File: src/rtl/pdwc_pkg.sv
// Shared widths, constants and payload types of the PWM divider and wrap calculator.
package pdwc_pkg;

	localparam int FREQ_W   = 20;
	localparam int DUTY_W   = 16;
	localparam int CLK_W    = 28;
	localparam int DIV16_W  = 17;
	localparam int DEN_W    = DIV16_W + FREQ_W;
	localparam int NUM_W    = CLK_W + 4;
	localparam int WRAP_W   = 16;
	localparam int LEVEL_W  = 16;
	localparam int DINT_W   = 8;
	localparam int FRAC_W   = 4;
	localparam int D1_STEPS = CLK_W - 12;
	localparam int D2_STEPS = DIV16_W;
	localparam int PROD_W   = WRAP_W + DUTY_W;

	localparam logic [CLK_W-1:0]   CLK_RESET_HZ  = CLK_W'(125000000);
	localparam logic [DIV16_W-1:0] DIV16_MIN     = DIV16_W'(16);
	localparam logic [31:0]        DIV100_MAGIC  = 32'h51EB851F;
	localparam int                 DIV100_SHIFT  = 37;

	typedef struct packed {
		logic [FREQ_W-1:0] freq;
		logic [DUTY_W-1:0] duty;
		logic [CLK_W-1:0]  src_hz;
	} req_t;

	typedef struct packed {
		logic [FREQ_W-1:0]  freq;
		logic [DUTY_W-1:0]  duty;
		logic [CLK_W-1:0]   src_hz;
		logic [DIV16_W-1:0] div16;
	} div_t;

	typedef struct packed {
		logic [DUTY_W-1:0]  duty;
		logic [DIV16_W-1:0] div16;
		logic [WRAP_W-1:0]  wrap;
	} wrap_t;

	typedef struct packed {
		logic              err;
		logic [LEVEL_W-1:0] level;
		logic [WRAP_W-1:0] wrap;
		logic [FRAC_W-1:0] frac;
		logic [DINT_W-1:0] dint;
	} res_t;

endpackage

File: src/rtl/pdwc_div1.sv
// Pipelined divider that forms the clock divider in sixteenths, rounded up.
module pdwc_div1 import pdwc_pkg::*; (
	input  logic clk,
	input  logic arst_n,
	input  logic in_valid,
	output logic in_ready,
	input  req_t in_data,
	output logic out_valid,
	input  logic out_ready,
	output div_t out_data
);

	localparam int K = D1_STEPS + 2;

	typedef struct packed {
		logic [FREQ_W-1:0]   freq;
		logic [DUTY_W-1:0]   duty;
		logic [CLK_W-1:0]    src_hz;
		logic [D1_STEPS-1:0] acc;
		logic [FREQ_W-1:0]   rem;
		logic                low;
	} d1_t;

	// One restoring step: the dividend bit shifts into the remainder, the quotient bit in.
	function automatic d1_t d1_step(d1_t x);
		logic [FREQ_W:0] t;
		d1_t y;
		y = x;
		t = {x.rem, x.acc[D1_STEPS-1]};
		if (t >= {1'b0, x.freq}) begin
			t = t - {1'b0, x.freq};
			y.acc = {x.acc[D1_STEPS-2:0], 1'b1};
		end else begin
			y.acc = {x.acc[D1_STEPS-2:0], 1'b0};
		end
		y.rem = t[FREQ_W-1:0];
		return y;
	endfunction

	logic [K-1:0] v_q;
	logic [K-1:0] en;
	d1_t          pipe_s [K-1];
	div_t         fin_s;
	logic [DIV16_W-1:0] up;

	always_comb begin
		en[K-1] = !v_q[K-1] || out_ready;
		for (int i = K - 2; i >= 0; i--) begin
			en[i] = !v_q[i] || en[i+1];
		end
	end

	assign in_ready  = en[0];
	assign out_valid = v_q[K-1];
	assign out_data  = fin_s;

	always_ff @(posedge clk or negedge arst_n) begin
		if (!arst_n) begin
			v_q <= '0;
		end else begin
			if (en[0]) begin
				v_q[0] <= in_valid;
			end
			for (int i = 1; i < K; i++) begin
				if (en[i]) begin
					v_q[i] <= v_q[i-1];
				end
			end
		end
	end

	always_comb begin
		up = {1'b0, pipe_s[K-2].acc} +
			DIV16_W'((pipe_s[K-2].rem != '0) || pipe_s[K-2].low);
	end

	always_ff @(posedge clk) begin
		if (en[0]) begin
			// A zero frequency counts as 1 Hz. Divide the clock in units of 4096 by f.
			pipe_s[0].freq   <= (in_data.freq == '0) ? FREQ_W'(1) : in_data.freq;
			pipe_s[0].duty   <= in_data.duty;
			pipe_s[0].src_hz <= in_data.src_hz;
			pipe_s[0].acc    <= in_data.src_hz[CLK_W-1:12];
			pipe_s[0].rem    <= '0;
			pipe_s[0].low    <= (in_data.src_hz[11:0] != '0);
		end
		for (int i = 1; i < K - 1; i++) begin
			if (en[i]) begin
				pipe_s[i] <= d1_step(pipe_s[i-1]);
			end
		end
		if (en[K-1]) begin
			fin_s.freq   <= pipe_s[K-2].freq;
			fin_s.duty   <= pipe_s[K-2].duty;
			fin_s.src_hz <= pipe_s[K-2].src_hz;
			fin_s.div16  <= (up < DIV16_MIN) ? DIV16_MIN : up;
		end
	end

endmodule

File: config.mk
export PLATFORM = sky130hd
export DESIGN_NAME = pdwc_div1
export DESIGN_NICKNAME = d
export VERILOG_FILES = /design/src/rtl/pdwc_pkg.sv /design/src/rtl/pdwc_div1.sv
export SDC_FILE = /design/constraint.sdc
export NUM_CORES = 2
export LEC_CHECK = 0
export CAP_MARGIN = 20
export CORE_MARGIN = 1.5
export CORE_UTILIZATION = 55
export DETAILED_ROUTE_END_ITERATION = 16
export DONT_BUFFER_PORTS = 1
export GPL_ROUTABILITY_DRIVEN = 0
export PLACE_DENSITY = 0.66
export SYNTH_ARGS = -nofsm -noshare
export SYNTH_HDL_FRONTEND = slang
export SYNTH_SLANG_ARGS = --single-unit
File: constraint.sdc
create_clock -name clk -period 11.9 [get_ports clk]
set_input_delay 1.785 -clock clk [delete_from_list [all_inputs] [get_ports clk]]
set_output_delay 1.785 -clock clk [all_outputs]
set_load 0.02 [all_outputs]
[After elaboration in Yosys (flattened, before gate mapping)]
Memory sizes are Yosys's and may differ from the RTL's.
Cells that the tools add are included.
Cells by class
  magnitude comparators: 17
  multiplexer cells: 99
  reduce and logical (&&, ||, !) cells: 40
  $add $sub $neg: 17
Operators with widths (number)
  two-way mux 20 bit: 33
  greater-or-equal comparator 21 x 20 -> 1 bit: 16
  subtractor 20 bit: 16
  two-way mux 16 bit: 16
  two-way mux 1 bit: 50
  zero test 20 bit: 1
  nonzero test 20 bit: 1
  logical OR 1 bit: 19
  zero test 1 bit: 18
  adder 16 x 1 -> 17 bit: 1
  less-than comparator 17 x 5 -> 1 bit, second input constant: 1
  nonzero test 12 bit: 1
Storage, ports and cells
  memory bits (writable): 1717
  output and inout port bits: 83
  word-level logic and storage cells: 196
  input port bits: 68
  memories kept: 1
  register bits: 99
Memories
  pipe_s: depth 17, bits a word 101, read ports 17, clocked after Yosys merged registers in 0, wr ports 17, RTL line pdwc_div1.sv:42  | d1_t pipe_s [K-1];

[Logic depth before layout (Yosys ltp)]
  depth in word-level cells: 21
  depth in mapped cells: 13
  depth with buffers taken out: 13

[Worst setup path after synthesis]
OpenSTA, ideal clock, no wires.
  kind: input to output
  start point: input out_ready
  end point: output in_ready
  arrival time: 8.805 ns
  path buffers: 0
  required time: 10.115 ns
  stages: 8
  path slack: 1.310 ns
  cell sequence: and4b_1 -> and3_1 -> and2_1 -> inv_1 -> nor3_1 -> nand3_1 -> nor2_1 -> nand3_1
On the way
  cells in the longest elaborated chain, start to end: 18
RTL lines
  start: declaration: RTL line pdwc_div1.sv:9  | input logic out_ready,
  logical OR 1 bit: RTL line pdwc_div1.sv:47  | en[K-1] = !v_q[K-1] || out_ready;
  logical OR 1 bit (5 in series): RTL line pdwc_div1.sv:49  | en[i] = !v_q[i] || en[i+1];
  via en[12]: RTL line pdwc_div1.sv:41  | logic [K-1:0] en;
  logical OR 1 bit (9 in series): RTL line pdwc_div1.sv:49
  via en[3]: RTL line pdwc_div1.sv:41
  logical OR 1 bit (3 in series): RTL line pdwc_div1.sv:49
  end: declaration: RTL line pdwc_div1.sv:6  | output logic in_ready,
The timed path passes the listed nets, and every way through them passes these cells.

[Worst setup path after layout]
Same ends and word-level chain as after synthesis.

==> results.toml <==
[synth]
synth_ff_type = "edfxtp_1"
syn_inst = 4674
synth_edf_count = 1642
synthTopCellsByArea = "edfxtp_1 (70%), ha_1 (5.4%), mux2_2 (2.4%)"
ys_types = 90
yosysTopAreaCell = "edfxtp_1"
synthArstFlopShare_pct = 1.08
avgSynthCellArea_um2 = 15.0
synth_nets = 5061
yosys.area.top_type_share_pct = 70.4
synth_area_um2 = 70000
yosysWarnings = 0
yosys_register_bits = 1660
yosysSeqAreaShare_pct = 71.1

[setup_path]
slowest_delay_ns = 0.61
crit_slowest_cell = "nor2_1"
path_buf_inv = 3
critPathTopFamily = "simple AND/OR/NAND/NOR gates"
worstPathRequired_ns = 10.12
crit_arrival_ns = 5.17
crit_fanout = 67
worst_path_most_repeated_cell = "nand3_4"
cp-start-kind = "input pin"
setup.worst_path.class = "in2out"
r2r_slack_ns = 7.27
cp-end-kind = "output pin"
cp_cell_sequence = "and4b_1 > and3_1 > and2_1 > inv_4 > nor3_1 > clkbuf_4 > nand3_4 > nor2_1 > nand3_4 > buf_4"

[timing]
setup_ws_ns = 4.95
worst_pin_slew_ns = 1.05
final_hold_viol_count = 0
period_needed_ns = 6.95
rsz0062_at_grt = "false"
slew-limit-headroom_pct = 30.0
tns_ns = 0
skew_ns = 0.0507
slew_violations = 0
finalSetupViolCount = 0
fmax_ghz = 0.144
post-route-period-util_pct = 58.4

[clock_tree]
cts-root-buf = "clkbuf_16"
cts.htree.levels = 4
clk_pin_slew_worst_paths_ns = 0.06
clockBufferDepth = 3
cts_tree = "done"
clkLatencyLatePin_ns = 0.80
post_cts_buffers = 0
cts_resized = 0
ctsHoldBuffers = 0
clock_sinks = 1660
cts_inserted_buffers = 166

[cells_and_area]
area_growth_pct = 10.4
fin_cells = 6582
n_antenna_cell = 0
layout.nets = 5179
final_cell_mix = "edfxtp_1 (1,642), inv_1 (402), ha_1 (304)"
layout_commonest_cell = "edfxtp_1"
drive_gt1_share_pct = 10.1

[power_and_ir_drop]
power.leakage_nw = 31.0
power.density_nw_per_um2 = 222
p_sw_share_pct = 28.8
intPower_mw = 12.2
clkPwrFrac_pct = 29.0
power_frac_comb_pct = 22.0
seqPwrFrac_pct = 49.0
peakVddDrop_mv = 0.177
switching_power_mw = 4.94
totalPowerFinal_mw = 17.1

[routing]
ant_nets = 0
drtPass1Iterations = 6
drc = 0
num_vias = 36500
routed_via_density = 5.55
drt_wl_total_um = 126000
avgRoutedWirePerCell_um = 19.1
drtIter0Drc = 2865

[grt]
antenna_found_initial = 4
grt_pass1_vias = 35500
grt_max_degree = 93
grt_pass1_wl_um = 196000
overflow = 0
track_usage_pct = 19.5

[placement]
dp_cells = 6271
pre_cts_slack_ns = 4.27
dp.final_hpwl_um = 90500
portBuffers = 0

[floorplan]
initial_core_util_pct = 55.6
die-area_um2 = 129000
die_w_um = 360
rows = 130
core_region_area_um2 = 126000
ios = 151
die_y_um = 360

[job]
drv_cap = 0

[outcome]
status = "finished clean"

[hold_path]
hold_class = "reg2reg"
==> area by class of cell <==
cell class	count	area, µm²
Clock buffer	210	4330
Fill cell	9358	48600
Clock inverter	98	936
Multi-Input combinational cell	2523	18400
Timing Repair Buffer	30	250
Sequential cell	1660	49800
Tap cell	1650	2060
Inverter	411	1560
==> path summary, 6_finish.rpt <==
| kind | to | cells after the start | start |
|---|---|---|---|
| worst max-delay path | in_ready | 10 | out_ready |
| worst min-delay path | pipe_s[0][933] | 0 | pipe_s[0][831] |
| worst max register to register | pipe_s[0][164] | 9 | v_q[17] |
| worst min register to register | pipe_s[0][933] | 0 | pipe_s[0][831] |
| max in group asynchronous | v_q[5] | 0 | arst_n |
| min in group asynchronous | v_q[0] | 0 | arst_n |
==> kinds of logic (layout without fill, tap and decap cells) <==
| group | count (synthesis) | after routing | share of synthesized area, % |
|---|---|---|---|
| fa+ha+maj | 319 | 319 | 5.86 |
| buf+inv | 491 | 749 | 2.74 |
| mux | 183 | 183 | 2.94 |
| xor+xnor | 199 | 199 | 2.49 |
| flops | 1660 | 1660 | 71.1 |
| compound gates | 852 | 852 | 7.96 |
| simple gates | 970 | 970 | 6.94 |
==> worst reg2reg max path, delay by kind of cell (launching register included) <==
| family | cells | cell delay, ns |
|---|---|---|
| buf+inv | 2 | 0.46 |
| simple gates | 7 | 3.10 |
| flops | 1 | 0.53 |
==> routing by layer <==
layer  up-vias  GRT usage [%]  part of all wire, %
met1     17600           25.8                   44
met5         -              0                    0
li1      17800              -                    -
met4         0           6.65                  2.6
met3       218           3.47                  4.9
met2       885           32.6                   48
==> power by group through the flow <==
stage                     sequential (mW)  clock [mW]  combinational, mW
after floorplan                      8.28           0               2.93
after global placement               8.49           0               3.64
final                                8.39        4.97               3.76
after global routing                 8.49        5.33               4.20
after detailed placement             8.53           0               3.72
after CTS                            8.41        5.11               3.74
==> Yosys cell counts (all sizes together) (74+ instances only) <==
cell and n:
nand2 184, nor3 74, a21o 109, mux2 156, o21ai 177, ha 304, edfxtp 1642, xor2 77
xnor2 122, nor2 290, inv 411, a21oi 234
==> through the flow <==
stage / area (µm²) / util (%) / hold slack, ns
floorplan: 70000 / - / 0.400
global placement: 72000 / 57.2 / 0.400
detailed placement: 72000 / 57.2 / 0.405
CTS: 77300 / 61.4 / 0.384
global route: 77300 / 61.4 / 0.396
finish: 77300 / 61.4 / 0.376
==> flip-flops by register name, indices dropped and copies added (netlist names) <==
register  cells
out_data     81
pipe_s     1561
v_q          18
Power figures use the tool's default switching activity.
