**config.mk**
```make
export PLATFORM = sky130hd
export DESIGN_NAME = pdwc_level
export DESIGN_NICKNAME = d
export VERILOG_FILES = /design/src/rtl/pdwc_pkg.sv /design/src/rtl/pdwc_level.sv
export SDC_FILE = /design/constraint.sdc
export NUM_CORES = 2
export LEC_CHECK = 0
export ABC_AREA = 1
export BUFFER_PORTS_ARGS = -buffer_cell sky130_fd_sc_hd__buf_2
export CORE_AREA = 2 2 313 315
export CTS_CLUSTER_DIAMETER = 60
export DETAILED_ROUTE_END_ITERATION = 10
export DIE_AREA = 0 0 315 317
export PLACE_DENSITY_LB_ADDON = 0.15
export SYNTH_ARGS = -nofsm -noshare
export SYNTH_HDL_FRONTEND = slang
export SYNTH_SLANG_ARGS = --single-unit
```
**constraint.sdc**
```tcl
create_clock -name clk -period 17.2 [get_ports clk]
set_input_delay 3.44 -clock clk [delete_from_list [all_inputs] [get_ports clk]]
set_output_delay 3.44 -clock clk [all_outputs]
set_load 0.03 [all_outputs]
```
**src/rtl/pdwc_pkg.sv**
```systemverilog
// Shared widths, constants and payload types of the PWM divider and wrap calculator.
package pdwc_pkg;

	localparam int FREQ_W   = 20;
	localparam int DUTY_W   = 16;
	localparam int CLK_W    = 28;
	localparam int DIV16_W  = 17;
	localparam int DEN_W    = DIV16_W + FREQ_W;
	localparam int NUM_W    = CLK_W + 4;
	localparam int WRAP_W   = 16;
	localparam int LEVEL_W  = 16;
	localparam int DINT_W   = 8;
	localparam int FRAC_W   = 4;
	localparam int D1_STEPS = CLK_W - 12;
	localparam int D2_STEPS = DIV16_W;
	localparam int PROD_W   = WRAP_W + DUTY_W;

	localparam logic [CLK_W-1:0]   CLK_RESET_HZ  = CLK_W'(125000000);
	localparam logic [DIV16_W-1:0] DIV16_MIN     = DIV16_W'(16);
	localparam logic [31:0]        DIV100_MAGIC  = 32'h51EB851F;
	localparam int                 DIV100_SHIFT  = 37;

	typedef struct packed {
		logic [FREQ_W-1:0] freq;
		logic [DUTY_W-1:0] duty;
		logic [CLK_W-1:0]  src_hz;
	} req_t;

	typedef struct packed {
		logic [FREQ_W-1:0]  freq;
		logic [DUTY_W-1:0]  duty;
		logic [CLK_W-1:0]   src_hz;
		logic [DIV16_W-1:0] div16;
	} div_t;

	typedef struct packed {
		logic [DUTY_W-1:0]  duty;
		logic [DIV16_W-1:0] div16;
		logic [WRAP_W-1:0]  wrap;
	} wrap_t;

	typedef struct packed {
		logic              err;
		logic [LEVEL_W-1:0] level;
		logic [WRAP_W-1:0] wrap;
		logic [FRAC_W-1:0] frac;
		logic [DINT_W-1:0] dint;
	} res_t;

endpackage

```
**src/rtl/pdwc_level.sv**
```systemverilog
// Compare level stages: wrap times duty, divided by 100, plus the divider fields.
module pdwc_level import pdwc_pkg::*; (
	input  logic  clk,
	input  logic  arst_n,
	input  logic  in_valid,
	output logic  in_ready,
	input  wrap_t in_data,
	output logic  out_valid,
	input  logic  out_ready,
	output res_t  out_data
);

	logic [2:0]          v_q;
	logic [2:0]          en;
	logic [PROD_W-1:0]   prod_s1;
	logic [DIV16_W-1:0]  div16_s1, div16_s2;
	logic [WRAP_W-1:0]   wrap_s1, wrap_s2;
	logic [63:0]         scaled_s2;
	res_t                res_s3;
	logic [DIV16_W-5:0]  dint_full;

	always_comb begin
		en[2] = !v_q[2] || out_ready;
		en[1] = !v_q[1] || en[2];
		en[0] = !v_q[0] || en[1];
	end

	assign in_ready  = en[0];
	assign out_valid = v_q[2];
	assign out_data  = res_s3;
	assign dint_full = div16_s2[DIV16_W-1:4];

	always_ff @(posedge clk or negedge arst_n) begin
		if (!arst_n) begin
			v_q <= '0;
		end else begin
			if (en[0]) v_q[0] <= in_valid;
			if (en[1]) v_q[1] <= v_q[0];
			if (en[2]) v_q[2] <= v_q[1];
		end
	end

	always_ff @(posedge clk) begin
		if (en[0]) begin
			prod_s1  <= PROD_W'(in_data.wrap) * PROD_W'(in_data.duty);
			wrap_s1  <= in_data.wrap;
			div16_s1 <= in_data.div16;
		end
		// Division by 100 as a multiply by the rounded-up reciprocal and a shift.
		if (en[1]) begin
			scaled_s2 <= 64'(prod_s1) * 64'(DIV100_MAGIC);
			wrap_s2   <= wrap_s1;
			div16_s2  <= div16_s1;
		end
		if (en[2]) begin
			res_s3.wrap <= wrap_s2;
			res_s3.frac <= div16_s2[FRAC_W-1:0];
			if (scaled_s2[63:DIV100_SHIFT+LEVEL_W] != '0) begin
				res_s3.level <= '1;
			end else begin
				res_s3.level <= scaled_s2[DIV100_SHIFT+LEVEL_W-1:DIV100_SHIFT];
			end
			if (dint_full[DIV16_W-5:DINT_W] != '0) begin
				res_s3.dint <= '1;
				res_s3.err  <= 1'b1;
			end else begin
				res_s3.dint <= dint_full[DINT_W-1:0];
				res_s3.err  <= 1'b0;
			end
		end
	end

endmodule

```
After elaboration in Yosys (flattened, before gate mapping):

Cells that the tools add are included.

* output and inout bits: 47
* input port bits: 53
* register bits after elaboration: 209

* multipliers: 2
* mux-type cells: 1
* reduce and logical (&&, ||, !) cells: 8

Operators by type and width (count)
* 32-bit by 31-bit multiplier with 63-bit output, second input constant: 1
* 16-bit by 16-bit multiplier with 32-bit output: 1
* 11-bit nonzero test: 1
* 5-bit nonzero test: 1
* 1-bit logical NOT: 3
* 1-bit logical OR: 3
* 1-bit 2-to-1 mux: 1

Longest topological paths before layout:

* word-level depth: 4
* mapped depth: 28
* mapped depth without buffers: 27

Least setup slack after synthesis:

Ideal clock, no wire load.

* path kind: input -> output
* start: input port out_ready
* end: output port in_ready
* arrival time: 6262 ps
* data required time: 13760 ps
* setup slack: 7498 ps
* stages: 4
* buffers on the path: 0
* path through: inv_1 nand2_1 nor2_1 nand2_1

* cells in the longest elaborated chain, start to end: 3

Ends and longest elaborated chain
* start: declaration: RTL line pdwc_level.sv:9 `input logic out_ready,`
* 1-bit logical OR: RTL line pdwc_level.sv:23 `en[2] = !v_q[2] || out_ready;`
* named net en[2]: RTL line pdwc_level.sv:14 `logic [2:0] en;`
* 1-bit logical OR: RTL line pdwc_level.sv:24 `en[1] = !v_q[1] || en[2];`
* 1-bit logical OR: RTL line pdwc_level.sv:25 `en[0] = !v_q[0] || en[1];`
* end: declaration: RTL line pdwc_level.sv:6 `output logic in_ready,`

The timed path passes the listed nets, and every way through them passes these cells.

Worst setup path in the final report:

* start: input port in_data[6] (netlist bit)
* end: register prod_s1[24], data pin

* cells in the longest elaborated chain, start to end: 1

Ends and longest elaborated chain
* start: declaration: RTL line pdwc_level.sv:7 `input wrap_t in_data,`
* 16-bit by 16-bit multiplier with 32-bit output: RTL line pdwc_level.sv:45 `prod_s1 <= PROD_W'(in_data.wrap) * PROD_W'(in_data.duty);`
* end signal: assignment: RTL line pdwc_level.sv:45
* end: declaration: RTL line pdwc_level.sv:15 `logic [PROD_W-1:0] prod_s1;`

No other way between the ends.
A chain may end at the register's enable or synchronous reset.

==> results summary <==
The die covers 99900 um2. The residual overflow from global routing is 0. The standard-cell row count is roughly 110.

The starting density of the core is 34.9%. The post-synthesis cell count came out at 3890. The count of endpoints failing hold in the final timing report was 0. When the netlist entered floorplanning its net count stood at approximately 5000. CTS built an H-tree with a depth of 4. The setup path with the least slack is of type in -> reg.

The initial antenna violation count came out at 0. The area added between synthesis and finish is 7.50%. The number of stages on the worst hold path is 0. The clock-pin slew of the registers on the worst-case setup and hold paths is ~0.090 ns. The average cell area after synthesis came out at roughly 8.6 um2. Cells with a size suffix above 1 make up 4.60% of the layout. The final period utilization is between 40% and 50%. The register-to-register setup slack came out at 10.35 ns. The count of nets left with antenna violations once routing finished came out at 0. The share of the Yosys chip area taken by registers is ~15%. The worst setup path is captured at a flip-flop. The timing-limited maximum frequency is 120 MHz.

The mean number of vias per cell came out at ~4.4. Yosys mapped the design onto 34 distinct sky130hd cell types. For the finished layout, the period the worst path requires is about 8.3 ns.

The largest net degree at the start of global routing is 64. The CTS sink count came out at approximately 170. At the worst endpoint, the required time is around 17 ns. The slack of the critical path came out at a little under 9 ns.

The clock skew after layout is 0.0190 ns. The count of final setup violators is 0. The combined area of the multi-input logic cells came out at approximately 23000 um2. The highest fanout seen on the critical path is 17. The flow ran to the end, and the final reports show no timing, DRC or antenna violations. The top-level I/O count is 100.

Setup repair after global routing left no endpoint under its margin. The iteration-0 DRC count of the detailed router is between 1000 and 1500. The number of post-CTS setup repair buffers is 0. The total clock buffers created by CTS is 17. The number of enable flip-flop cells after synthesis is ~170. The placer's final routability congestion estimate is between 0.9 and 1. The final net count is 5080.

The total global routing track utilization came out at roughly a fifth. The cell sitting at the root of the clock tree is a sky130_fd_sc_hd__clkbuf_16. The number of global-route vias before repair was ~25000. The layout filler cell count is around 10000.

The worst-margin pin slew came out at about 0.96 ns. Summing all flip-flop and latch instances after layout gives between 5000 and 6000 um2. The total area inside the core boundary comes to just under 100000 um2.

The number of synthesis warnings came out at 0. The DRC violation count after routing came out at 0. The worst register-to-register path begins at prod_s1[30].

Summed over all nets, the half-perimeter wirelength after detailed placement is slightly above 80 mm. For the worst flop-to-flop path, the logic depth is 22. The worst hold path startpoint is div16_s2[3]. The via count of the routed design came out at roughly 23000. The share of the core filled with cells in the final layout came out at a little under two fifths. The mapped cell area is between 30000 and 40000 um2. The vertical die dimension came out at 317 um. The first-pass GRT wire length is between 100 and 150 mm. 0 antenna diodes ended up in the layout. In the final routed layout, each cell accounts on average for roughly 18 um. The first TritonRoute pass finished after 5 iterations.

The total wire length after detailed routing is between 90 and 100 mm. Counting along the longest clock path gives a buffer depth of 2. The total of max-cap violations came out at 0. The worst register-to-register path ends at scaled_s2[50].

The total negative slack for setup checks came out at 0 ns. The kind of start point of the critical path is an input pin. The insertion delay to the later sink of the worst-skew pair came out at between 0.4 and 0.5 ns. In this run the tightest slew margin relative to its limit is around 36%. The worst hold path terminates at out_data[11]. Counting flops and latches in the post-synthesis netlist gives between 150 and 200. The number of hold buffers added after CTS was 0. The prevailing post-synth register cell is sky130_fd_sc_hd__edfxtp_1. The tightest min-delay check is of the reg -> reg type. TritonCTS built the clock tree. The number of pins with negative max-slew slack in the final report came out at 0. The worst endpoint data arrival time came out at approximately 8.5 ns. The number of gates resized after CTS came out at 0. The count of buffers from port buffering came out at 99.

The die width came out at roughly 320 um. Timing analysis after detailed placement gives a worst setup slack of between 8 and 9 ns. The fraction of registers with async set/reset came out at roughly 1.7%.
==> cell usage in the layout, fill, tap and decap left out, drive strengths merged <==
cell and n:
xor2 19, nand2 906, nor3b 1, buf 103, nor2 137, clkinv 5
a21boi 1, clkbuf 17, o21a 1, nand4 19, and2 2, a21oi 75
inv 1269, edfxtp 169, dfrtp 3, o21ai 23, a21o 4, or2 10
fa 583, xnor2 8, nor4 4, ha 497, nand3b 3, nor3 22
nand3 66, and3 1, o21bai 12
==> state kept, by name, indices dropped and copies added (netlist names) <==
register,flops
v_q,3
out_data,45
div16_s2,17
div16_s1,17
wrap_s2,16
wrap_s1,16
prod_s1,32
scaled_s2,26
==> metrics by stage <==
step                      area, um2  cells  hold WS (ns)
final                         36100   5236         0.414
after floorplan               33600   3890         0.400
after global placement        35500   5204         0.401
after detailed placement      35500   5204         0.405
after global routing          36100   5236         0.421
after CTS                     36100   5236         0.418
==> Yosys cell counts (3+ instances only) <==
| master | instances | area (um2) |
|---|---|---|
| sky130_fd_sc_hd__a21o_1 | 4 | 30.0 |
| sky130_fd_sc_hd__a21oi_1 | 75 | 375 |
| sky130_fd_sc_hd__clkbuf_1 | 64 | 240 |
| sky130_fd_sc_hd__dfrtp_1 | 3 | 75.1 |
| sky130_fd_sc_hd__edfxtp_1 | 169 | 5070 |
| sky130_fd_sc_hd__fa_1 | 583 | 11700 |
| sky130_fd_sc_hd__ha_1 | 497 | 6220 |
| sky130_fd_sc_hd__inv_1 | 1256 | 4710 |
| sky130_fd_sc_hd__inv_2 | 3 | 11.3 |
| sky130_fd_sc_hd__nand2_1 | 898 | 3370 |
| sky130_fd_sc_hd__nand2_2 | 8 | 50.1 |
| sky130_fd_sc_hd__nand3_1 | 66 | 330 |
| sky130_fd_sc_hd__nand3b_1 | 3 | 22.5 |
| sky130_fd_sc_hd__nand4_1 | 19 | 119 |
| sky130_fd_sc_hd__nor2_1 | 124 | 465 |
| sky130_fd_sc_hd__nor2_2 | 12 | 75.1 |
| sky130_fd_sc_hd__nor3_1 | 13 | 65.1 |
| sky130_fd_sc_hd__nor3_2 | 8 | 80.1 |
| sky130_fd_sc_hd__nor4_1 | 4 | 25.0 |
| sky130_fd_sc_hd__o21ai_0 | 22 | 110 |
| sky130_fd_sc_hd__o21bai_1 | 12 | 90.1 |
| sky130_fd_sc_hd__or2_2 | 10 | 62.6 |
| sky130_fd_sc_hd__xnor2_1 | 8 | 70.1 |
| sky130_fd_sc_hd__xor2_1 | 19 | 166 |
==> critical path: stages <==
cell	delay (ns)
sky130_fd_sc_hd__buf_2	0.43
sky130_fd_sc_hd__nand2_1	0.16
sky130_fd_sc_hd__fa_1	0.54
sky130_fd_sc_hd__inv_1	0.05
sky130_fd_sc_hd__fa_1	0.48
sky130_fd_sc_hd__inv_1	0.06
sky130_fd_sc_hd__fa_1	0.48
sky130_fd_sc_hd__fa_1	0.55
sky130_fd_sc_hd__inv_1	0.05
sky130_fd_sc_hd__fa_1	0.47
sky130_fd_sc_hd__inv_1	0.05
sky130_fd_sc_hd__fa_1	0.47
sky130_fd_sc_hd__inv_1	0.04
sky130_fd_sc_hd__ha_1	0.32
sky130_fd_sc_hd__nand2_1	0.19
sky130_fd_sc_hd__inv_1	0.06
sky130_fd_sc_hd__a21oi_1	0.25
sky130_fd_sc_hd__o21bai_1	0.14
sky130_fd_sc_hd__nand2_1	0.07
sky130_fd_sc_hd__nand3_1	0.07
sky130_fd_sc_hd__xor2_1	0.15
==> cell type report <==
| type | count | share of cell area [%] |
|---|---|---|
| inverters | 1259 | 13.1 |
| clock inverters | 15 | 0.592 |
| repair buffers | 103 | 1.46 |
| flip-flops and latches | 172 | 14.3 |
| well taps | 1276 | 4.42 |
| multi-input cells | 2394 | 65.0 |
| clock buffers | 17 | 1.18 |
==> worst max path at each step <==
stage / end / start / slack [ns]
5_1_grt: prod_s1[31] / in_data[15] / 8.59
3_3_place_gp: prod_s1[28] / in_data[12] / 8.42
6_report: prod_s1[24] / in_data[6] / 8.88
2_1_floorplan: in_ready / out_ready / 7.50
3_5_place_dp: prod_s1[31] / in_data[15] / 8.39
4_1_cts: prod_s1[31] / in_data[15] / 8.90
==> cell families after synthesis <==
family	synth area share (%)
AOI/OAI and AO/OA	1.86
xor gates and xnor gates	0.704
adders and majority gates	53.3
buffers and inverters	14.8
DFF	15.3
and+or+nand+nor	14.1
==> metal layers <==
layer | GRT usage (%) | up-vias | routed length [um]
met3 | 1.64 | 79 | 2250
met4 | 4.42 | 0 | 1910
met5 | 0 | - | 0
met2 | 36.3 | 308 | 48600
met1 | 25.1 | 11451 | 41800
li1 | - | 11459 | -
Power is not shown: default switching activity piles up to over one toggle a cycle in this logic, so the estimate is an artifact.
