--- src/rtl/pdwc_pkg.sv ---
// Shared widths, constants and payload types of the PWM divider and wrap calculator.
package pdwc_pkg;

	localparam int FREQ_W   = 20;
	localparam int DUTY_W   = 16;
	localparam int CLK_W    = 28;
	localparam int DIV16_W  = 17;
	localparam int DEN_W    = DIV16_W + FREQ_W;
	localparam int NUM_W    = CLK_W + 4;
	localparam int WRAP_W   = 16;
	localparam int LEVEL_W  = 16;
	localparam int DINT_W   = 8;
	localparam int FRAC_W   = 4;
	localparam int D1_STEPS = CLK_W - 12;
	localparam int D2_STEPS = DIV16_W;
	localparam int PROD_W   = WRAP_W + DUTY_W;

	localparam logic [CLK_W-1:0]   CLK_RESET_HZ  = CLK_W'(125000000);
	localparam logic [DIV16_W-1:0] DIV16_MIN     = DIV16_W'(16);
	localparam logic [31:0]        DIV100_MAGIC  = 32'h51EB851F;
	localparam int                 DIV100_SHIFT  = 37;

	typedef struct packed {
		logic [FREQ_W-1:0] freq;
		logic [DUTY_W-1:0] duty;
		logic [CLK_W-1:0]  src_hz;
	} req_t;

	typedef struct packed {
		logic [FREQ_W-1:0]  freq;
		logic [DUTY_W-1:0]  duty;
		logic [CLK_W-1:0]   src_hz;
		logic [DIV16_W-1:0] div16;
	} div_t;

	typedef struct packed {
		logic [DUTY_W-1:0]  duty;
		logic [DIV16_W-1:0] div16;
		logic [WRAP_W-1:0]  wrap;
	} wrap_t;

	typedef struct packed {
		logic              err;
		logic [LEVEL_W-1:0] level;
		logic [WRAP_W-1:0] wrap;
		logic [FRAC_W-1:0] frac;
		logic [DINT_W-1:0] dint;
	} res_t;

endpackage

--- src/rtl/pdwc_div2.sv ---
// Pipelined divider that forms the counter wrap from the clock, divider and frequency.
module pdwc_div2 import pdwc_pkg::*; (
	input  logic  clk,
	input  logic  arst_n,
	input  logic  in_valid,
	output logic  in_ready,
	input  div_t  in_data,
	output logic  out_valid,
	input  logic  out_ready,
	output wrap_t out_data
);

	localparam int K = D2_STEPS + 3;

	typedef struct packed {
		logic [DUTY_W-1:0]   duty;
		logic [DIV16_W-1:0]  div16;
		logic [DEN_W-1:0]    den;
		logic [DEN_W-1:0]    rem;
		logic [D2_STEPS-1:0] acc;
		logic                ovf;
	} d2_t;

	function automatic d2_t d2_step(d2_t x);
		logic [DEN_W:0] t;
		d2_t y;
		y = x;
		t = {x.rem, x.acc[D2_STEPS-1]};
		if (t >= {1'b0, x.den}) begin
			t = t - {1'b0, x.den};
			y.acc = {x.acc[D2_STEPS-2:0], 1'b1};
		end else begin
			y.acc = {x.acc[D2_STEPS-2:0], 1'b0};
		end
		y.rem = t[DEN_W-1:0];
		return y;
	endfunction

	logic [K-1:0]        v_q;
	logic [K-1:0]        en;
	d2_t                 pipe_s [K-1];
	d2_t                 chk;
	wrap_t               fin_s;
	logic [NUM_W-1:0]    num;
	logic [D2_STEPS-1:0] quot;
	logic [D2_STEPS-1:0] qm1;
	logic [WRAP_W-1:0]   wrap;

	always_comb begin
		en[K-1] = !v_q[K-1] || out_ready;
		for (int i = K - 2; i >= 0; i--) begin
			en[i] = !v_q[i] || en[i+1];
		end
	end

	assign in_ready  = en[0];
	assign out_valid = v_q[K-1];
	assign out_data  = fin_s;
	assign num       = {in_data.src_hz, 4'b0000};

	always_ff @(posedge clk or negedge arst_n) begin
		if (!arst_n) begin
			v_q <= '0;
		end else begin
			if (en[0]) begin
				v_q[0] <= in_valid;
			end
			for (int i = 1; i < K; i++) begin
				if (en[i]) begin
					v_q[i] <= v_q[i-1];
				end
			end
		end
	end

	// A quotient of 2^17 or more shows up as the upper dividend bits already reaching the
	// denominator; such an item saturates the wrap.
	always_comb begin
		chk     = pipe_s[0];
		chk.ovf = (pipe_s[0].rem >= pipe_s[0].den);
	end

	// The quotient is worked out to 17 bits; anything larger saturates the wrap anyway.
	always_comb begin
		quot = pipe_s[K-2].acc;
		qm1  = quot - D2_STEPS'(1);
		if (pipe_s[K-2].ovf || (qm1[D2_STEPS-1] && quot != '0)) begin
			wrap = '1;
		end else if (quot == '0) begin
			wrap = '0;
		end else begin
			wrap = qm1[WRAP_W-1:0];
		end
	end

	always_ff @(posedge clk) begin
		if (en[0]) begin
			pipe_s[0].duty  <= in_data.duty;
			pipe_s[0].div16 <= in_data.div16;
			pipe_s[0].den   <= DEN_W'(in_data.div16) * DEN_W'(in_data.freq);
			pipe_s[0].rem   <= DEN_W'(num[NUM_W-1:D2_STEPS]);
			pipe_s[0].acc   <= num[D2_STEPS-1:0];
			pipe_s[0].ovf   <= 1'b0;
		end
		if (en[1]) begin
			pipe_s[1] <= chk;
		end
		for (int i = 2; i < K - 1; i++) begin
			if (en[i]) begin
				pipe_s[i] <= d2_step(pipe_s[i-1]);
			end
		end
		if (en[K-1]) begin
			fin_s.duty  <= pipe_s[K-2].duty;
			fin_s.div16 <= pipe_s[K-2].div16;
			fin_s.wrap  <= wrap;
		end
	end

endmodule

--- config.mk ---
export PLATFORM = sky130hd
export DESIGN_NAME = pdwc_div2
export DESIGN_NICKNAME = d
export VERILOG_FILES = /design/src/rtl/pdwc_pkg.sv /design/src/rtl/pdwc_div2.sv
export SDC_FILE = /design/constraint.sdc
export NUM_CORES = 2
export LEC_CHECK = 0
export CELL_PAD_IN_SITES_DETAIL_PLACEMENT = 1
export CELL_PAD_IN_SITES_GLOBAL_PLACEMENT = 2
export CORE_MARGIN = 2
export CORE_UTILIZATION = 46
export DETAILED_ROUTE_END_ITERATION = 12
export DONT_BUFFER_PORTS = 1
export PLACE_DENSITY = 0.78
export SETUP_SLACK_MARGIN = 0.2
export SKIP_LAST_GASP = 1
export SLEW_MARGIN = 15
export SYNTH_ARGS = -nofsm -noshare
export SYNTH_HDL_FRONTEND = slang
export SYNTH_SLANG_ARGS = --single-unit
--- constraint.sdc ---
create_clock -name clk -period 16 [get_ports clk]
set_clock_uncertainty 0.1 [all_clocks]
set_input_delay 1.6 -clock clk [delete_from_list [all_inputs] [get_ports clk]]
set_output_delay 1.6 -clock clk [all_outputs]
set_load 0.01 [all_outputs]
==> Word level (Yosys, flattened, before mapping) <==
Memories as Yosys holds them, arrays and structs flattened.
Index checks and enable logic that the tools add are counted.
Widths: inputs -> output; s select.
{ "op_classes": {"shift": 0, "n_eq_ne": 0, "n_reduce_logical": 44, "n_bitwise": 0, "mux": 107, "n_lt_le_gt_ge": 18, "multipliers": 1, "n_div": 0, "add_sub_neg": 18} }
{ "ops": {"columns": ["cell", "count"], "rows": [
  ["$mux 37", 34],
  ["$ge 38x37->1", 17],
  ["$sub 37x37->37", 17],
  ["$mux 17", 17],
  ["$mux 1", 55],
  ["$ge 37x37->1", 1],
  ["$mul 17x20->37", 1],
  ["$logic_or 1x1->1", 21],
  ["$logic_not 1->1", 20],
  ["$logic_not 17->1", 1],
  ["$reduce_bool 17->1", 1],
  ["$sub 17x1->17 const B", 1],
  ["$mux 16", 1],
  ["$logic_and 1x1->1", 1]
]} }
{ "word_totals": {"inputBits": 85, "ram_bits": 2375, "regBits": 69, "latchBits": 0, "memories": 1, "rom_bits": 0, "out_inout_bits": 51} }
{ "mem_list": {"columns": ["memory", "depth", "width", "read_ports", "rd_ports_with_merged_regs", "write_ports", "line", "source"], "rows": [
  ["pipe_s", 19, 125, 19, 0, 19, "pdwc_div2.sv:41", "d2_t pipe_s [K-1];"]
]} }

==> Depth between registers and ports, before layout <==
{ "logic_depth": {"depth_word": 23, "ltp_mapped": 26} }

==> Worst setup path before layout <==
No wires, ideal clock.
{ "synth_timing": {"kind": "in2out", "from": "in out_ready", "to": "out in_ready", "cell_stages": 9, "path_buffers": 0, "slack_ps": 2561, "arrival_time_ps": 11739, "required_time_ps": 14300, "cell_sequence": "nor2b_1 > nand2_1 > nor2_1 > and2_1 > inv_1 > nor3_1 > nand3_1 > nor2_1 > nand3_1"} }
{ "synth_between": {"elab_chain_len": 20} }
{ "synth_rtl": {"columns": ["item", "line", "source"], "rows": [
  ["start, declared", "pdwc_div2.sv:9", "input logic out_ready,"],
  ["$logic_or 1x1->1", "pdwc_div2.sv:50", "en[K-1] = !v_q[K-1] || out_ready;"],
  ["$logic_or 1x1->1", "pdwc_div2.sv:52", "en[i] = !v_q[i] || en[i+1];"],
  ["net en[18]", "pdwc_div2.sv:40", "logic [K-1:0] en;"],
  ["$logic_or 1x1->1 (4 in a row)", "pdwc_div2.sv:52", null],
  ["net en[14]", "pdwc_div2.sv:40", null],
  ["$logic_or 1x1->1 (11 in a row)", "pdwc_div2.sv:52", null],
  ["net en[3]", "pdwc_div2.sv:40", null],
  ["$logic_or 1x1->1 (3 in a row)", "pdwc_div2.sv:52", null],
  ["end, declared", "pdwc_div2.sv:6", "output logic in_ready,"]
]} }
The timed path passes the listed nets, and every way through them passes these cells.

==> results.md <==
* Antenna violations before repair at 12
* GRT Overall Usage at 0.223
* Drt total wl at 290,000 microns
* Grt total ovfl at 0
* Clk pin slew, worst setup/hold paths at 70 ps
* Unrepaired setup endpoints after global routing: no
* Syn nets at 10,600
* Slew margin rel. at 0.265
* Setup ws final at 8140 ps
* Status: complete, no violations
* Top FF cell, synth: edfxtp_1
* Setup TNS at 0 ps
* Post_cts resized at 0
* Core area at 0.254 sq mm
* CTS tree: done
* Fmax at 127 MHz
* DR DRC count at 0
* Sequential cell area at 0.0677 sq mm
* Static Leak at 0.0547 uW
* Hold crit path type: reg2reg
* Final hold viol count at 0
* Worst-Skew Late Latency at 950 ps
* Rows at 185
* Layout cells sized above 1 at 0.0683
* Post-CTS setup buffer count at 0
* Clk buf depth at 3
* DRT Pass-1 Iters at 5
* Startpoint type of the worst setup path: primary input
* CP Capture Type: flop
* CTS Hold Bufs at 0
* Syn avg cell area at 12.3 sq um
* Filler cells at 25,900
* CP required at 16,500 ps
* Data arrival, critical path at 8360 ps
* Post-place instance area at 0.121 sq mm
* Share of the yosys chip area belonging to registers at 0.577
* First-pass GRT wire length at 450,000 microns
* Worst-case vdd ir drop at 0.000267 V
* Tmin final at 7860 ps
* Final instance area at 0.130 sq mm
* Synth cell types at 82
* Slew Viols, Final at 0
* Synth Cell Area at 0.117 sq mm
* Nets@finish at 10,700
* Max-Cap Viols at 0
* Final GP Congestion at 0.861
* Avg WL per Cell at 22.0 microns
* Final ANT Viol Nets at 0
* Multi-input logic area at 0.0448 sq mm
* Critical path fanouts, max at 21
* Number of synthesized flops with an enable pin at 2,239
* Vias per cell at 5.46
* Vias post-DR at 72,000
* Slew @ Worst Pin at 1100 ps
* Post-place setup slack at 7370 ps
* Area delta synth->final at 10.3%
* Post-synthesis async set-or-reset flop share at 0.00885
* Clk sink count at 2,259
* Vias in the first global route at 78,100
* H-tree level count at 4
* Number of buffers created by CTS at 240
* Port Buf Inserts at 0
* Detailed Route Iter0 Violations at 3,738
* Die ar. at 0.259 sq mm
* Initial Utilization at 0.463
* Die Ht at 509 microns
* Post-DP HPWL at 223,000 microns
* PwrDens at 236 mW/mm^2
* Yosys warnings at 0
* Io pins at 136
* Largest net degree at the start of global routing at 76
* Die X at 509 microns
* Clk root buf: clkbuf_16
* Crit path kind: in2reg
* Final setup vio count at 0
* FF+latch count, synth at 2,259
* Mapped Cells at 9,533
* Tcrit/Tclk final at 0.491
layer usage:
layer  up-vias  share of wire  global-route usage
met5         -       0.000055                   0
met2       946           0.53               0.420
met1     36200           0.40               0.260
li1      34400              -                   -
met4         4          0.032              0.0722
met3       453          0.031              0.0309
final timing paths:
| kind | end | depth (start not counted) | from | slack [ps] |
|---|---|---|---|---|
| min in group asynchronous | v_q[12] | 0 | arst_n | 240 |
| worst min register to register | pipe_s[6][120] | 0 | pipe_s[5][120] | 230 |
| worst max register to register | pipe_s[0][7] | 11 | v_q[19] | 9720 |
| worst max-delay path | pipe_s[0][88] | 22 | in_data[7] | 8140 |
| worst min-delay path | pipe_s[6][120] | 0 | pipe_s[5][120] | 230 |
| max in group asynchronous | v_q[3] | 0 | arst_n | 15380 |
synth_stat cells (all sizes together), types with 31 or more instances:
| master | instances | area, sq um |
|---|---|---|
| a31oi | 57 | 387 |
| o31ai | 61 | 458 |
| nor2 | 425 | 1600 |
| xnor2 | 324 | 2840 |
| nand4 | 88 | 551 |
| a21o | 321 | 2410 |
| and2 | 180 | 1130 |
| xor2 | 203 | 1780 |
| fa | 285 | 5710 |
| o21bai | 71 | 533 |
| a211oi | 57 | 440 |
| and3 | 55 | 344 |
| buf | 47 | 231 |
| edfxtp | 2239 | 67200 |
| nand2 | 760 | 2850 |
| o211ai | 31 | 233 |
| o21a | 88 | 661 |
| mux2 | 165 | 1860 |
| a21oi | 600 | 3000 |
| inv | 1111 | 4170 |
| nand3 | 143 | 716 |
| nand2b | 115 | 719 |
| clkbuf | 180 | 678 |
| nor3 | 106 | 531 |
| o21ai | 604 | 3020 |
| ha | 734 | 9180 |
| nor2b | 83 | 519 |
where the power goes:
part	total, uW	switching, uW	internal [uW]	leakage, uW
logic	14500	8430	6090	0.0267
registers	10400	1200	9240	0.0242
clock network	5620	2380	3240	0.00385
total	30600	12000	18600	0.0547
sequential cells by signal, indices dropped and copies added, names as in the netlist:
name	cells
v_q	20
out_data	49
pipe_s	2190
critical path, cell delays in order:
cell	delay [ps]
and2_1	160
fa_1	540
inv_1	60
fa_1	510
fa_1	520
inv_1	50
fa_1	490
fa_1	570
inv_1	70
fa_1	540
inv_1	50
ha_1	390
and3_1	260
nand3_1	150
a2111oi_0	770
nor3_1	240
o311ai_0	480
o211ai_1	210
nand2b_1	250
a21oi_1	190
o22ai_1	110
xnor2_1	130
logic make-up after synthesis:
| kind of cell | share of synthesized area |
|---|---|
| adders and majority gates | 0.127 |
| DFF | 0.577 |
| buffers and inverters | 0.0432 |
| AOI/OAI and AO/OA | 0.112 |
| xor gates and xnor gates | 0.0393 |
| and+or+nand+nor | 0.0849 |
| muxes | 0.0173 |
area by class of cell:
| cell class | instances | share of cell area |
|---|---|---|
| flip-flops and latches | 2259 | 0.523 |
| repair buffers | 60 | 0.00348 |
| diodes | 4 | 0.0000773 |
| clock buffers | 286 | 0.0479 |
| well taps | 3366 | 0.0325 |
| inverters | 1111 | 0.0323 |
| clock inverters | 161 | 0.0150 |
| multi-input cells | 5936 | 0.346 |
through the flow:
step           hold WS, ps  std cells  total power [uW]  utilization
3_3_place_gp           300      12700             24700        0.478
3_5_place_dp           305      12700             25100        0.478
4_1_cts                155      13200             30900        0.510
5_1_grt                170      13200             32900        0.510
2_1_floorplan          300       9533             20900            -
6_report               230      13200             30600        0.510
cells in the final DEF (no fill, tap or decap), drive strengths merged, types with 21 or more instances in the layout:
master / Yosys / layout
mux2: 165 / 165
o211ai: 31 / 31
buf: 47 / 60
nor4: 29 / 29
and3: 55 / 55
or3: 24 / 24
nand2b: 115 / 115
a21boi: 21 / 21
a2111oi: 28 / 28
a31oi: 57 / 57
nand2: 760 / 760
and2: 180 / 180
o31ai: 61 / 61
nand4: 88 / 88
fa: 285 / 285
a211oi: 57 / 57
nor2b: 83 / 83
nand3: 143 / 143
o21ai: 604 / 604
inv: 1111 / 1113
clkinvlp: 0 / 28
nor3: 106 / 106
xnor2: 324 / 324
a21oi: 600 / 600
xor2: 203 / 203
nor2: 425 / 425
o21a: 88 / 88
bufinv: 0 / 28
edfxtp: 2239 / 2239
clkinv: 0 / 103
or2: 26 / 26
clkbuf: 180 / 286
a21o: 321 / 321
o21bai: 71 / 71
ha: 734 / 734
No activity file was read; power rests on OpenSTA's default activity.
